**config.mk**
```make
export PLATFORM = sky130hd
export DESIGN_NAME = cuc_time_code_decoder_flat
export DESIGN_NICKNAME = d
export VERILOG_FILES = /design/src/sv/cuc_pkg.sv /design/src/sv/cuc_if.sv /design/src/sv/cuc_time_code_decoder.sv /design/src/flat_wrapper.sv
export SDC_FILE = /design/constraint.sdc
export NUM_CORES = 1
export LEC_CHECK = 0
export BUFFER_PORTS_ARGS = -buffer_cell sky130_fd_sc_hd__buf_4
export CORE_MARGIN = 2
export CORE_UTILIZATION = 58
export CTS_CLUSTER_SIZE = 12
export DETAILED_ROUTE_END_ITERATION = 8
export PLACE_DENSITY = 0.8
export SYNTH_ARGS = -nofsm -noshare
export SYNTH_HDL_FRONTEND = slang
export SYNTH_SLANG_ARGS = --single-unit
```
**constraint.sdc**
```tcl
create_clock -name clk -period 4.3 [get_ports clk]
set_clock_uncertainty 0.2 [all_clocks]
set_input_delay 0 -clock clk [delete_from_list [all_inputs] [get_ports clk]]
set_output_delay 0 -clock clk [all_outputs]
set_load 0.05 [all_outputs]
```
**src/sv/cuc_pkg.sv**
```systemverilog
// cuc_pkg: shared constants and codes for the CUC time code decoder.
// No dependencies; imported by the decoder top level.
package cuc_pkg;

  localparam int MAX_COARSE_OCTETS = 4;
  localparam int MAX_FINE_OCTETS   = 3;

  localparam int CODE_W   = 8;
  localparam int COARSE_W = 32;
  localparam int FINE_W   = 24;
  localparam int OCT_W    = 3;
  localparam int COUNT_W  = 4;
  localparam int INDEX_W  = 2;
  localparam int DATA_W   = 3;

  localparam logic [CODE_W-1:0] EPOCH_ID_TAI    = 8'h10;
  localparam logic [CODE_W-1:0] EPOCH_ID_AGENCY = 8'h20;

  typedef enum logic [1:0] {
    STATUS_OK           = 2'd0,
    STATUS_BAD_CONFIG   = 2'd1,
    STATUS_BAD_LENGTH   = 2'd2,
    STATUS_BAD_PREAMBLE = 2'd3
  } status_t;

  typedef enum logic [INDEX_W-1:0] {
    REG_AGENCY_EPOCH      = 2'd0,
    REG_EXPLICIT_PREAMBLE = 2'd1,
    REG_COARSE_OCTETS     = 2'd2,
    REG_FINE_OCTETS       = 2'd3
  } reg_index_t;

endpackage

```
**src/sv/cuc_if.sv**
```systemverilog
// cuc_in_if / cuc_out_if: valid-ready channels of the CUC time code decoder.
// Depends on cuc_pkg for field widths.
interface cuc_in_if import cuc_pkg::*; ();
  logic              valid;
  logic              ready;
  logic [CODE_W-1:0] code_byte;
  logic              final_byte;

  modport source (output valid, output code_byte, output final_byte, input ready);
  modport sink   (input valid, input code_byte, input final_byte, output ready);
endinterface

interface cuc_out_if import cuc_pkg::*; ();
  logic                valid;
  logic                ready;
  logic [COARSE_W-1:0] coarse_time;
  logic [FINE_W-1:0]   fine_time;
  logic [1:0]          status;

  modport source (output valid, output coarse_time, output fine_time, output status,
                  input ready);
  modport sink   (input valid, input coarse_time, input fine_time, input status,
                  output ready);
endinterface

```
**src/sv/cuc_time_code_decoder.sv**
```systemverilog
// cuc_time_code_decoder: CCSDS unsegmented time code (basic) decoder.
// Depends on cuc_pkg and the channel interfaces in cuc_if.sv.
//
// Usage
// - in_word carries one byte of a time code per word, final_byte set on the
//   last byte. With an explicit preamble the first byte is the P-field; the
//   following bytes shift big-endian into coarse and then fine time.
// - out_word carries one word per time code, on its final byte: coarse time,
//   fine time and a status (invalid configuration, wrong length, preamble
//   mismatch, checked in that order). On any error both times read zero.
// - cfg_wr_en/cfg_index/cfg_data write the four layout registers; write them
//   only while no time code is in flight and no result is pending.
// Timing
// - One byte per cycle, less while the receiver stalls. A result appears in
//   the output register in the cycle after its final byte is accepted; the
//   byte state, accumulators and result register are each a single register stage.
// - When the receiver stalls with a result held, in_word.ready drops until the
//   result is taken (or is taken in the same cycle), so no word is lost.
// Reset
// - rst (synchronous) clears the byte counter, accumulators and result valid,
//   and loads the registers with TAI epoch, explicit preamble, four coarse and
//   no fine octets.
module cuc_time_code_decoder import cuc_pkg::*; #(
  parameter int MAX_COARSE = MAX_COARSE_OCTETS,
  parameter int MAX_FINE   = MAX_FINE_OCTETS
) (
  input  logic               clk,
  input  logic               rst,
  input  logic               cfg_wr_en,
  input  logic [INDEX_W-1:0] cfg_index,
  input  logic [DATA_W-1:0]  cfg_data,
  cuc_in_if.sink             in_word,
  cuc_out_if.source          out_word
);

  // layout registers
  logic             agency_epoch;
  logic             explicit_preamble;
  logic [OCT_W-1:0] coarse_octets;
  logic [OCT_W-1:0] fine_octets;

  // per-code state
  logic [COUNT_W-1:0]  byte_count;
  logic [COARSE_W-1:0] coarse_acc;
  logic [FINE_W-1:0]   fine_acc;
  logic                preamble_bad;

  logic [COUNT_W-1:0]  byte_count_next;
  logic [COARSE_W-1:0] coarse_acc_next;
  logic [FINE_W-1:0]   fine_acc_next;
  logic                preamble_bad_next;

  // result register
  logic                res_valid;
  logic [COARSE_W-1:0] res_coarse;
  logic [FINE_W-1:0]   res_fine;
  status_t             res_status;
  status_t             status_next;

  logic               accept;
  logic [COUNT_W-1:0] coarse_end;
  logic [COUNT_W-1:0] fine_end;
  logic [1:0]         coarse_m1;
  logic [CODE_W-1:0]  preamble;
  logic               config_ok;

  // Take a new byte whenever the result register is empty or being emptied.
  assign in_word.ready = !res_valid || out_word.ready;
  assign accept        = in_word.valid && in_word.ready;

  always_ff @(posedge clk) begin
    if (rst) begin
      agency_epoch      <= 1'b0;
      explicit_preamble <= 1'b1;
      coarse_octets     <= OCT_W'(4);
      fine_octets       <= '0;
    end else if (cfg_wr_en) begin
      case (reg_index_t'(cfg_index))
        REG_AGENCY_EPOCH:      agency_epoch      <= cfg_data[0];
        REG_EXPLICIT_PREAMBLE: explicit_preamble <= cfg_data[0];
        REG_COARSE_OCTETS:     coarse_octets     <= cfg_data;
        REG_FINE_OCTETS:       fine_octets       <= cfg_data;
        default: ;
      endcase
    end
  end

  // Field boundaries in byte positions; all fit in the 4-bit counter range.
  assign coarse_end = COUNT_W'(explicit_preamble) + COUNT_W'(coarse_octets);
  assign fine_end   = coarse_end + COUNT_W'(fine_octets);
  assign coarse_m1  = coarse_octets[1:0] - 2'd1;
  assign preamble   = (agency_epoch ? EPOCH_ID_AGENCY : EPOCH_ID_TAI)
                    | {4'b0000, coarse_m1, fine_octets[1:0]};
  assign config_ok  = (coarse_octets != '0)
                   && (coarse_octets <= OCT_W'(MAX_COARSE))
                   && (fine_octets <= OCT_W'(MAX_FINE));

  // Place the byte: preamble check, coarse shift, fine shift, or drop it.
  always_comb begin
    coarse_acc_next   = coarse_acc;
    fine_acc_next     = fine_acc;
    preamble_bad_next = preamble_bad;
    if (explicit_preamble && byte_count == '0) begin
      preamble_bad_next = (in_word.code_byte != preamble);
    end else if (byte_count >= COUNT_W'(explicit_preamble) && byte_count < coarse_end) begin
      coarse_acc_next = {coarse_acc[COARSE_W-CODE_W-1:0], in_word.code_byte};
    end else if (byte_count >= coarse_end && byte_count < fine_end) begin
      fine_acc_next = {fine_acc[FINE_W-CODE_W-1:0], in_word.code_byte};
    end
    // saturate the counter
    byte_count_next = (byte_count == '1) ? byte_count : byte_count + COUNT_W'(1);
  end

  always_comb begin
    if (!config_ok) begin
      status_next = STATUS_BAD_CONFIG;
    end else if (byte_count_next != fine_end) begin
      status_next = STATUS_BAD_LENGTH;
    end else if (explicit_preamble && preamble_bad_next) begin
      status_next = STATUS_BAD_PREAMBLE;
    end else begin
      status_next = STATUS_OK;
    end
  end

  always_ff @(posedge clk) begin
    if (rst) begin
      byte_count   <= '0;
      coarse_acc   <= '0;
      fine_acc     <= '0;
      preamble_bad <= 1'b0;
    end else if (accept) begin
      if (in_word.final_byte) begin
        // clear for the next time code
        byte_count   <= '0;
        coarse_acc   <= '0;
        fine_acc     <= '0;
        preamble_bad <= 1'b0;
      end else begin
        byte_count   <= byte_count_next;
        coarse_acc   <= coarse_acc_next;
        fine_acc     <= fine_acc_next;
        preamble_bad <= preamble_bad_next;
      end
    end
  end

  always_ff @(posedge clk) begin
    if (rst) begin
      res_valid <= 1'b0;
    end else if (accept && in_word.final_byte) begin
      res_valid <= 1'b1;
    end else if (out_word.ready) begin
      res_valid <= 1'b0;
    end
  end

  // Load the result; zero both times on any error.
  always_ff @(posedge clk) begin
    if (accept && in_word.final_byte) begin
      res_status <= status_next;
      res_coarse <= (status_next == STATUS_OK) ? coarse_acc_next : '0;
      res_fine   <= (status_next == STATUS_OK) ? fine_acc_next : '0;
    end
  end

  assign out_word.valid       = res_valid;
  assign out_word.coarse_time = res_coarse;
  assign out_word.fine_time   = res_fine;
  assign out_word.status      = res_status;

endmodule

```
**src/flat_wrapper.sv**
```systemverilog
// flat-port wrapper written by rule: the top's interface ports become plain ports
module cuc_time_code_decoder_flat import cuc_pkg::*;
#(
  parameter int MAX_COARSE = MAX_COARSE_OCTETS,
  parameter int MAX_FINE   = MAX_FINE_OCTETS
)
  (clk, rst, cfg_wr_en, cfg_index, cfg_data, in_word_valid, in_word_code_byte, in_word_final_byte, in_word_ready, out_word_valid, out_word_coarse_time, out_word_fine_time, out_word_status, out_word_ready);
  cuc_in_if in_word_i ();
  cuc_out_if out_word_i ();
  input  logic clk;
  input  logic rst;
  input  logic cfg_wr_en;
  input  logic [INDEX_W-1:0] cfg_index;
  input  logic [DATA_W-1:0] cfg_data;
  input wire logic [$bits(in_word_i.valid)-1:0] in_word_valid;
  input wire logic [$bits(in_word_i.code_byte)-1:0] in_word_code_byte;
  input wire logic [$bits(in_word_i.final_byte)-1:0] in_word_final_byte;
  output wire logic [$bits(in_word_i.ready)-1:0] in_word_ready;
  output wire logic [$bits(out_word_i.valid)-1:0] out_word_valid;
  output wire logic [$bits(out_word_i.coarse_time)-1:0] out_word_coarse_time;
  output wire logic [$bits(out_word_i.fine_time)-1:0] out_word_fine_time;
  output wire logic [$bits(out_word_i.status)-1:0] out_word_status;
  input wire logic [$bits(out_word_i.ready)-1:0] out_word_ready;
  assign in_word_i.valid = in_word_valid;
  assign in_word_i.code_byte = in_word_code_byte;
  assign in_word_i.final_byte = in_word_final_byte;
  assign in_word_ready = in_word_i.ready;
  assign out_word_valid = out_word_i.valid;
  assign out_word_coarse_time = out_word_i.coarse_time;
  assign out_word_fine_time = out_word_i.fine_time;
  assign out_word_status = out_word_i.status;
  assign out_word_i.ready = out_word_ready;
  cuc_time_code_decoder #(.MAX_COARSE(MAX_COARSE), .MAX_FINE(MAX_FINE)) u_core (.clk(clk), .rst(rst), .cfg_wr_en(cfg_wr_en), .cfg_index(cfg_index), .cfg_data(cfg_data), .in_word(in_word_i), .out_word(out_word_i));
endmodule
```
==> results of run 1 <==
[logic make-up (layout without fill, tap and decap cells)]
family	Yosys count	after routing	synth area share (%)
AO/OA/AOI/OAI	188	188	18.5
adder cells (fa/ha/maj)	17	17	3.41
flip-flops	128	128	48.6
buffers and inverters	75	162	4.98
AND/OR/NAND/NOR	212	212	16.4
XOR/XNOR	12	12	1.84
multiplexers	40	40	6.20
[critical path, cell delays in order (launching register included)]
cell	delay (ps)
dfxtp_1	350
ha_1	230
ha_1	300
inv_1	80
fa_1	410
xor2_1	280
ha_1	300
a21oi_1	130
o21ai_0	110
nand2_1	80
buf_4	420
nand3_1	170
a211oi_1	280
[report_power, final]
group,internal (mW),switching (mW),leakage [nW],total (mW)
Combinational,0.104,0.234,1.56,0.338
Clock,0.853,0.534,0.278,1.39
Sequential,1.30,0.0137,1.12,1.31
[cell usage after synthesis, types with 3 or more instances]
library cell	count	area (um^2)
a211oi_1	24	180
a21o_1	3	22.5
a21oi_1	41	205
a31oi_1	26	163
and3_1	17	106
buf_2	8	40.0
buf_6	3	33.8
clkbuf_1	49	184
dfxtp_1	70	1400
edfxtp_1	58	1740
ha_1	16	200
inv_1	11	41.3
mux2i_1	40	400
nand2_1	61	229
nand2b_1	3	18.8
nand3_1	48	240
nand3b_1	3	22.5
nand4_1	10	62.6
nor2_1	14	52.6
nor2b_1	11	68.8
nor3_1	33	165
nor3b_1	3	22.5
o211ai_1	5	37.5
o211ai_2	14	175
o21ai_0	46	230
o21ai_1	21	105
xnor2_1	6	52.6
xor2_1	5	43.8
[worst max path at each step]
stage / from / depth (start not counted) / slack [ps] / endpoint
2_1_floorplan: u_core.out_word.valid$_SDFFE_PP0P_ / 7 / 560 / u_core.out_word.coarse_time[0]$_SDFFCE_PP0P_
3_5_place_dp: u_core.coarse_octets[0]$_SDFFE_PP0P_ / 11 / 790 / u_core.out_word.fine_time[14]$_SDFFCE_PP0P_
4_1_cts: u_core.coarse_octets[0]$_SDFFE_PP0P_ / 12 / 750 / u_core.out_word.fine_time[9]$_SDFFCE_PP0P_
6_report: u_core.coarse_octets[0]$_SDFFE_PP0P_ / 12 / 730 / u_core.out_word.fine_time[9]$_SDFFCE_PP0P_
5_1_grt: u_core.coarse_octets[0]$_SDFFE_PP0P_ / 12 / 370 / u_core.out_word.fine_time[9]$_SDFFCE_PP0P_
3_3_place_gp: u_core.coarse_octets[0]$_SDFFE_PP0P_ / 11 / 920 / u_core.out_word.fine_time[9]$_SDFFCE_PP0P_
[registers in the layout (all words and copies together), names as in the netlist]
register / flops
u_core.agency_epoch: 1
u_core.out_word.status: 2
u_core.fine_octets: 3
u_core.coarse_acc: 32
u_core.preamble_bad: 1
u_core.out_word.fine_time: 24
u_core.coarse_octets: 3
u_core.fine_acc: 24
u_core.explicit_preamble: 1
u_core.out_word.coarse_time: 32
u_core.byte_count: 4
u_core.out_word.valid: 1
[per-layer routing]
layer	part of all wire, %	global-route usage (%)	vias up
met4	1.3	9.13	0
met3	9.5	7.23	28
li1	-	-	2638
met1	41	38.4	2627
met2	48	43.7	277
met5	0	0	-
[repair_timing]
item                                   in CTS  in global routing
endpoints found under the hold margin      86                  0
gates resized for setup                     0                  0
hold buffers                               29                  0
[area by class of cell]
class | count | area, um^2 | share of cell area [%]
Timing Repair Buffer | 119 | 978 | 12.3
Inverter | 11 | 41.3 | 0.520
Sequential cell | 128 | 3140 | 39.6
Clock buffer | 19 | 442 | 5.56
Tap cell | 140 | 175 | 2.21
Multi-Input combinational cell | 469 | 3020 | 38.1
Clock inverter | 13 | 136 | 1.72
[stage by stage]
step	setup WS (ps)	cells
final	734	899
after global routing	375	899
after CTS	749	899
after detailed placement	786	838
after global placement	922	838
after floorplan	558	672
==> run metrics, run 1 <==
status completed; leakage power 2.96 nW; # diodes 0; Slew Viols, Final 0; Max Fclk 280 MHz; setup TNS 0 ps; Seq cells post-synth 128; # DRC 0; Tmin final 3570 ps; DRT iter0 DRCs 575; Die W 110 um; Critical Path RT 4420 ps; peak supply drop 244 uV; Total GRT Usage 28.1%; Slew @ Worst Pin 1300 ps; I/O Pins 79; Post-Syn Nets 708; RSZ-0062 raised after global routing false; # clock sinks 128; pin count of the biggest net entering global routing 71; CTS clk-pin slew, worst paths 60 ps; drt pass-1 iters 5; PortBufs 78; # setup viols final 0; Die H 110 um; post-route cell area 7940 um^2; reg2reg end u_core.out_word.fine_time[9]$_SDFFCE_PP0P_; hold_sp cfg_data[0]; number of synthesized flops with an enable pin 58; Avg Cell Area, Syn 9.61 um^2; Worst Hold Class in -> reg; Rows 38; WL/cell 18.3 um; DP HPWL 9770 um; final net count 782; Power per Cell Area 382 nW/um^2; vias per std cell 6.20; share of cells above drive strength 1 18.8%; post-CTS setup buffers 0; gp weighted congestion 0.915; most common cell after layout, fill and taps aside buf_4; area growth from synthesis to layout 22.9%; Util after Layout 73.2%; WHS Path Cells 4; Synth Warn # 0; global-route wire length before repair 25800 um; worst r2r src u_core.coarse_octets[0]$_SDFFE_PP0P_; fraction of registers with async set/reset 0%; slew margin rel. 13.3%; hold_ws 122 ps; CP Launch Type register; CTS tree done; Reg2Reg Depth 12; die area 12000 um^2; GR Overflow Total 0; Worst Path Arrival 3680 ps; Final Hold Vio Count 0; Top FF cell, synth dfxtp_1; most frequent cells in the layout buf_4, dfxtp_1, nand2_1, edfxtp_1, nand3_1; deepest clock path buffer count 2; Setup crit end kind register; hold worst-path end u_core.agency_epoch$_SDFFE_PP0P_; sequential area share after synthesis 48.6%; maxcap violations 0; Vias 5570; Root Buffer clkbuf_8; latest clock arrival within the worst-skew pair 530 ps; crit path max fanout 48; Mapped Cells 672; starting density of the core 59.6%; R2R Setup Slk 730 ps; Antenna Violating Nets Remaining 0; Overall Power 3.03 mW; dpl cell area 7070 um^2; initial antenna violation count 1; period utilisation layout 82.9%; post-synthesis cell area 6460 um^2; Netlist cell types 47; filler cell count 766; Crit Path Category reg -> reg; vias in the first global route 5182; Core Footprint 10800 um^2; drt total wl 16500 um; Clock H-tree levels 4; CTS Buf Count 17
No activity file was read; power rests on OpenSTA's default activity.
==> inputs of run 2 (changes only) <==
--- a/config.mk
+++ b/config.mk
@@ -5,12 +5,13 @@
 export SDC_FILE = /design/constraint.sdc
 export NUM_CORES = 1
 export LEC_CHECK = 0
+export ABC_AREA = 1
 export BUFFER_PORTS_ARGS = -buffer_cell sky130_fd_sc_hd__buf_4
 export CORE_MARGIN = 2
-export CORE_UTILIZATION = 58
+export CORE_UTILIZATION = 53
 export CTS_CLUSTER_SIZE = 12
 export DETAILED_ROUTE_END_ITERATION = 8
-export PLACE_DENSITY = 0.8
+export PLACE_DENSITY = 0.77
 export SYNTH_ARGS = -nofsm -noshare
 export SYNTH_HDL_FRONTEND = slang
 export SYNTH_SLANG_ARGS = --single-unit
==> constraint.sdc (replaced) <==
create_clock -name clk -period 3.2 [get_ports clk]
set_clock_uncertainty 0.2 [all_clocks]
set_input_delay 0 -clock clk [delete_from_list [all_inputs] [get_ports clk]]
set_output_delay 0 -clock clk [all_outputs]
set_load 0.05 [all_outputs]
==> run metrics, run 2 <==
Die H 114 um; Worst Path Arrival 3080 ps; GR Overflow Total 0; Synth Warn # 0; wire length on met3 786 um; Synth area leader edfxtp_1; Post-Syn Nets 852; post-synthesis xor/xnor area fraction 0.409%; Overall Power 4.14 mW; CTS tree done; starting density of the core 53.9%; CTS Buf Count 17; # diodes 0; Worst Hold Class in -> reg; # DRC 0; # setup viols final 0; cell with the most instances after synthesis nand2_1; hold_ws 108 ps; Slew @ Worst Pin 722 ps; met1 wire length 6830 um; Avg Cell Area, Syn 7.87 um^2; Root Buffer clkbuf_16; Power per Cell Area 508 nW/um^2; Setup WS post-layout 63.0 ps; I/O Pins 79; area growth from synthesis to layout 26.9%; Yosys top cell area share 27.1%; Clock H-tree levels 4; share of cells above drive strength 1 21.2%; gp weighted congestion 0.871; status completed; latest clock arrival within the worst-skew pair 410 ps; DP HPWL 9060 um; Rows 40; Post-synth top cells nand2_1, nand3_1, inv_1; maxcap violations 0; Slew Viols, Final 0; drt total wl 15600 um; filler cell count 934; sequential area share after synthesis 48.9%; CP Launch Type register; Synth Area in Simple Gates 30.9%; post-synthesis cell area 6420 um^2; DRT iter0 DRCs 383; worst slack at placement -71.8 ps; final net count 955; crit path max fanout 12; area fraction in compound gates after synthesis 7.24%; Critical Path RT 3140 ps; Final Hold Vio Count 0; adder-cell share of the synthesized area 3.43%; largest cells by area after synthesis edfxtp_1, dfxtp_1, nand2_1; pin count of the biggest net entering global routing 64; global-route wire length before repair 25000 um; vias per std cell 5.29; largest family of logic cells by synthesized area simple AND/OR/NAND/NOR gates; Die W 114 um; multiplexer share of the synthesized area 0%; Crit Path Category reg -> reg; peak supply drop 279 uV; slew margin rel. 51.9%; Netlist cell types 32; routed wl met2 7660 um; die area 13000 um^2; Max Fclk 319 MHz; Total GRT Usage 24.2%; number of synthesized flops with an enable pin 58; WL/cell 14.5 um; Core Footprint 11900 um^2; fraction of registers with async set/reset 0%; most common cell after layout, fill and taps aside nand2_1; Vias 5710; Antenna Violating Nets Remaining 0; setup TNS 0 ps; uppermost layer routed met4; period utilisation layout 98.0%; CTS clk-pin slew, worst paths 60 ps; deepest clock path buffer count 2; Mapped Cells 816; Seq cells post-synth 128; vias in the first global route 5248; initial antenna violation count 0; # clock sinks 128; most frequent cells in the layout nand2_1, nand3_1, inv_1, buf_4, dfxtp_1; Setup crit end kind register; leakage power 3.26 nW; drt pass-1 iters 7; PortBufs 78; Tmin final 3140 ps; RSZ-0062 raised after global routing true; Top FF cell, synth dfxtp_1
## run 2: cell count changes after synthesis, sizes merged, moves of 24 or more
cell and change:
a211oi -24, mux2i -40, nor3 -31, a31oi -24
nand3 +83, nand2 +171, a21oi +30, inv +92
nor2 +55, o21ai -58
## run 2: cells by family after synthesis
kind of cell	Yosys count
adder cells (fa/ha/maj)	17
AO/OA/AOI/OAI	85
AND/OR/NAND/NOR	439
XOR/XNOR	3
buffers and inverters	144
flip-flops	128
## run 2: final timing paths
check                           slack [ps]                                  start                                          end  cells after the start
worst max-delay path                    60  u_core.explicit_preamble$_SDFFE_PP1P_  u_core.out_word.fine_time[12]$_SDFFCE_PP0P_                     17
worst min-delay path                   110                     in_word_final_byte  u_core.out_word.fine_time[22]$_SDFFCE_PP0P_                      4
worst max register to register          60  u_core.explicit_preamble$_SDFFE_PP1P_  u_core.out_word.fine_time[12]$_SDFFCE_PP0P_                     17
worst min register to register         260       u_core.preamble_bad$_SDFFE_PP0P_             u_core.preamble_bad$_SDFFE_PP0P_                      2
## run 2: critical path, stage by stage, from the launching register on
cell and delay (ps):
dfxtp_1 330, ha_2 190, ha_2 180, xnor2_2 190, inv_2 70, ha_4 290, nand3_1 90, nand2_1 80
nand2_1 70, nand2_2 100, ha_4 200, a21oi_1 130, nand2_1 100, a21oi_4 180, buf_6 200, nand3_1 120
nand2_1 100, nor2_1 40
## run 2: power breakdown
group	total (mW)	switching, mW	internal, mW	leakage [nW]
logic	0.623	0.434	0.189	1.89
registers	1.78	0.0239	1.76	1.11
clock network	1.74	0.663	1.08	0.259
## run 2: what timing repair did
action / 4_1_cts / 5_1_grt
endpoints found under the hold margin: 83 / 0
pin swaps: 0 / 25
resized for setup: 7 / 27
buffers inserted: 2 / 0
hold buffers: 30 / 0
gates cloned: 1 / 0
endpoints found under the setup margin: 47 / 51
## run 2: area by class of cell
cell class              instances  area, um^2  share of cell area (%)
repair buffers                124        1050                    12.9
clock inverters                 8        66.3                   0.814
inverters                     104         390                    4.79
flip-flops and latches        128        3140                    38.6
clock buffers                  24         462                    5.66
well taps                     147         184                    2.26
multi-input cells             544        2860                    35.0
## run 2: metal layers
layer | global-route usage (%) | up-vias
met5 | 0 | -
met4 | 8.78 | 0
met3 | 4.98 | 30
met2 | 38.9 | 183
met1 | 32.5 | 2656
li1 | - | 2841
## run 2: through the flow
| stage | util [%] | area, um^2 | std cells |
|---|---|---|---|
| 3_5_place_dp | 60.3 | 7180 | 1016 |
| 6_report | 68.4 | 8150 | 1079 |
| 5_1_grt | 68.4 | 8150 | 1079 |
| 2_1_floorplan | - | 6430 | 816 |
| 4_1_cts | 67.8 | 8080 | 1081 |
| 3_3_place_gp | 60.3 | 7180 | 1016 |
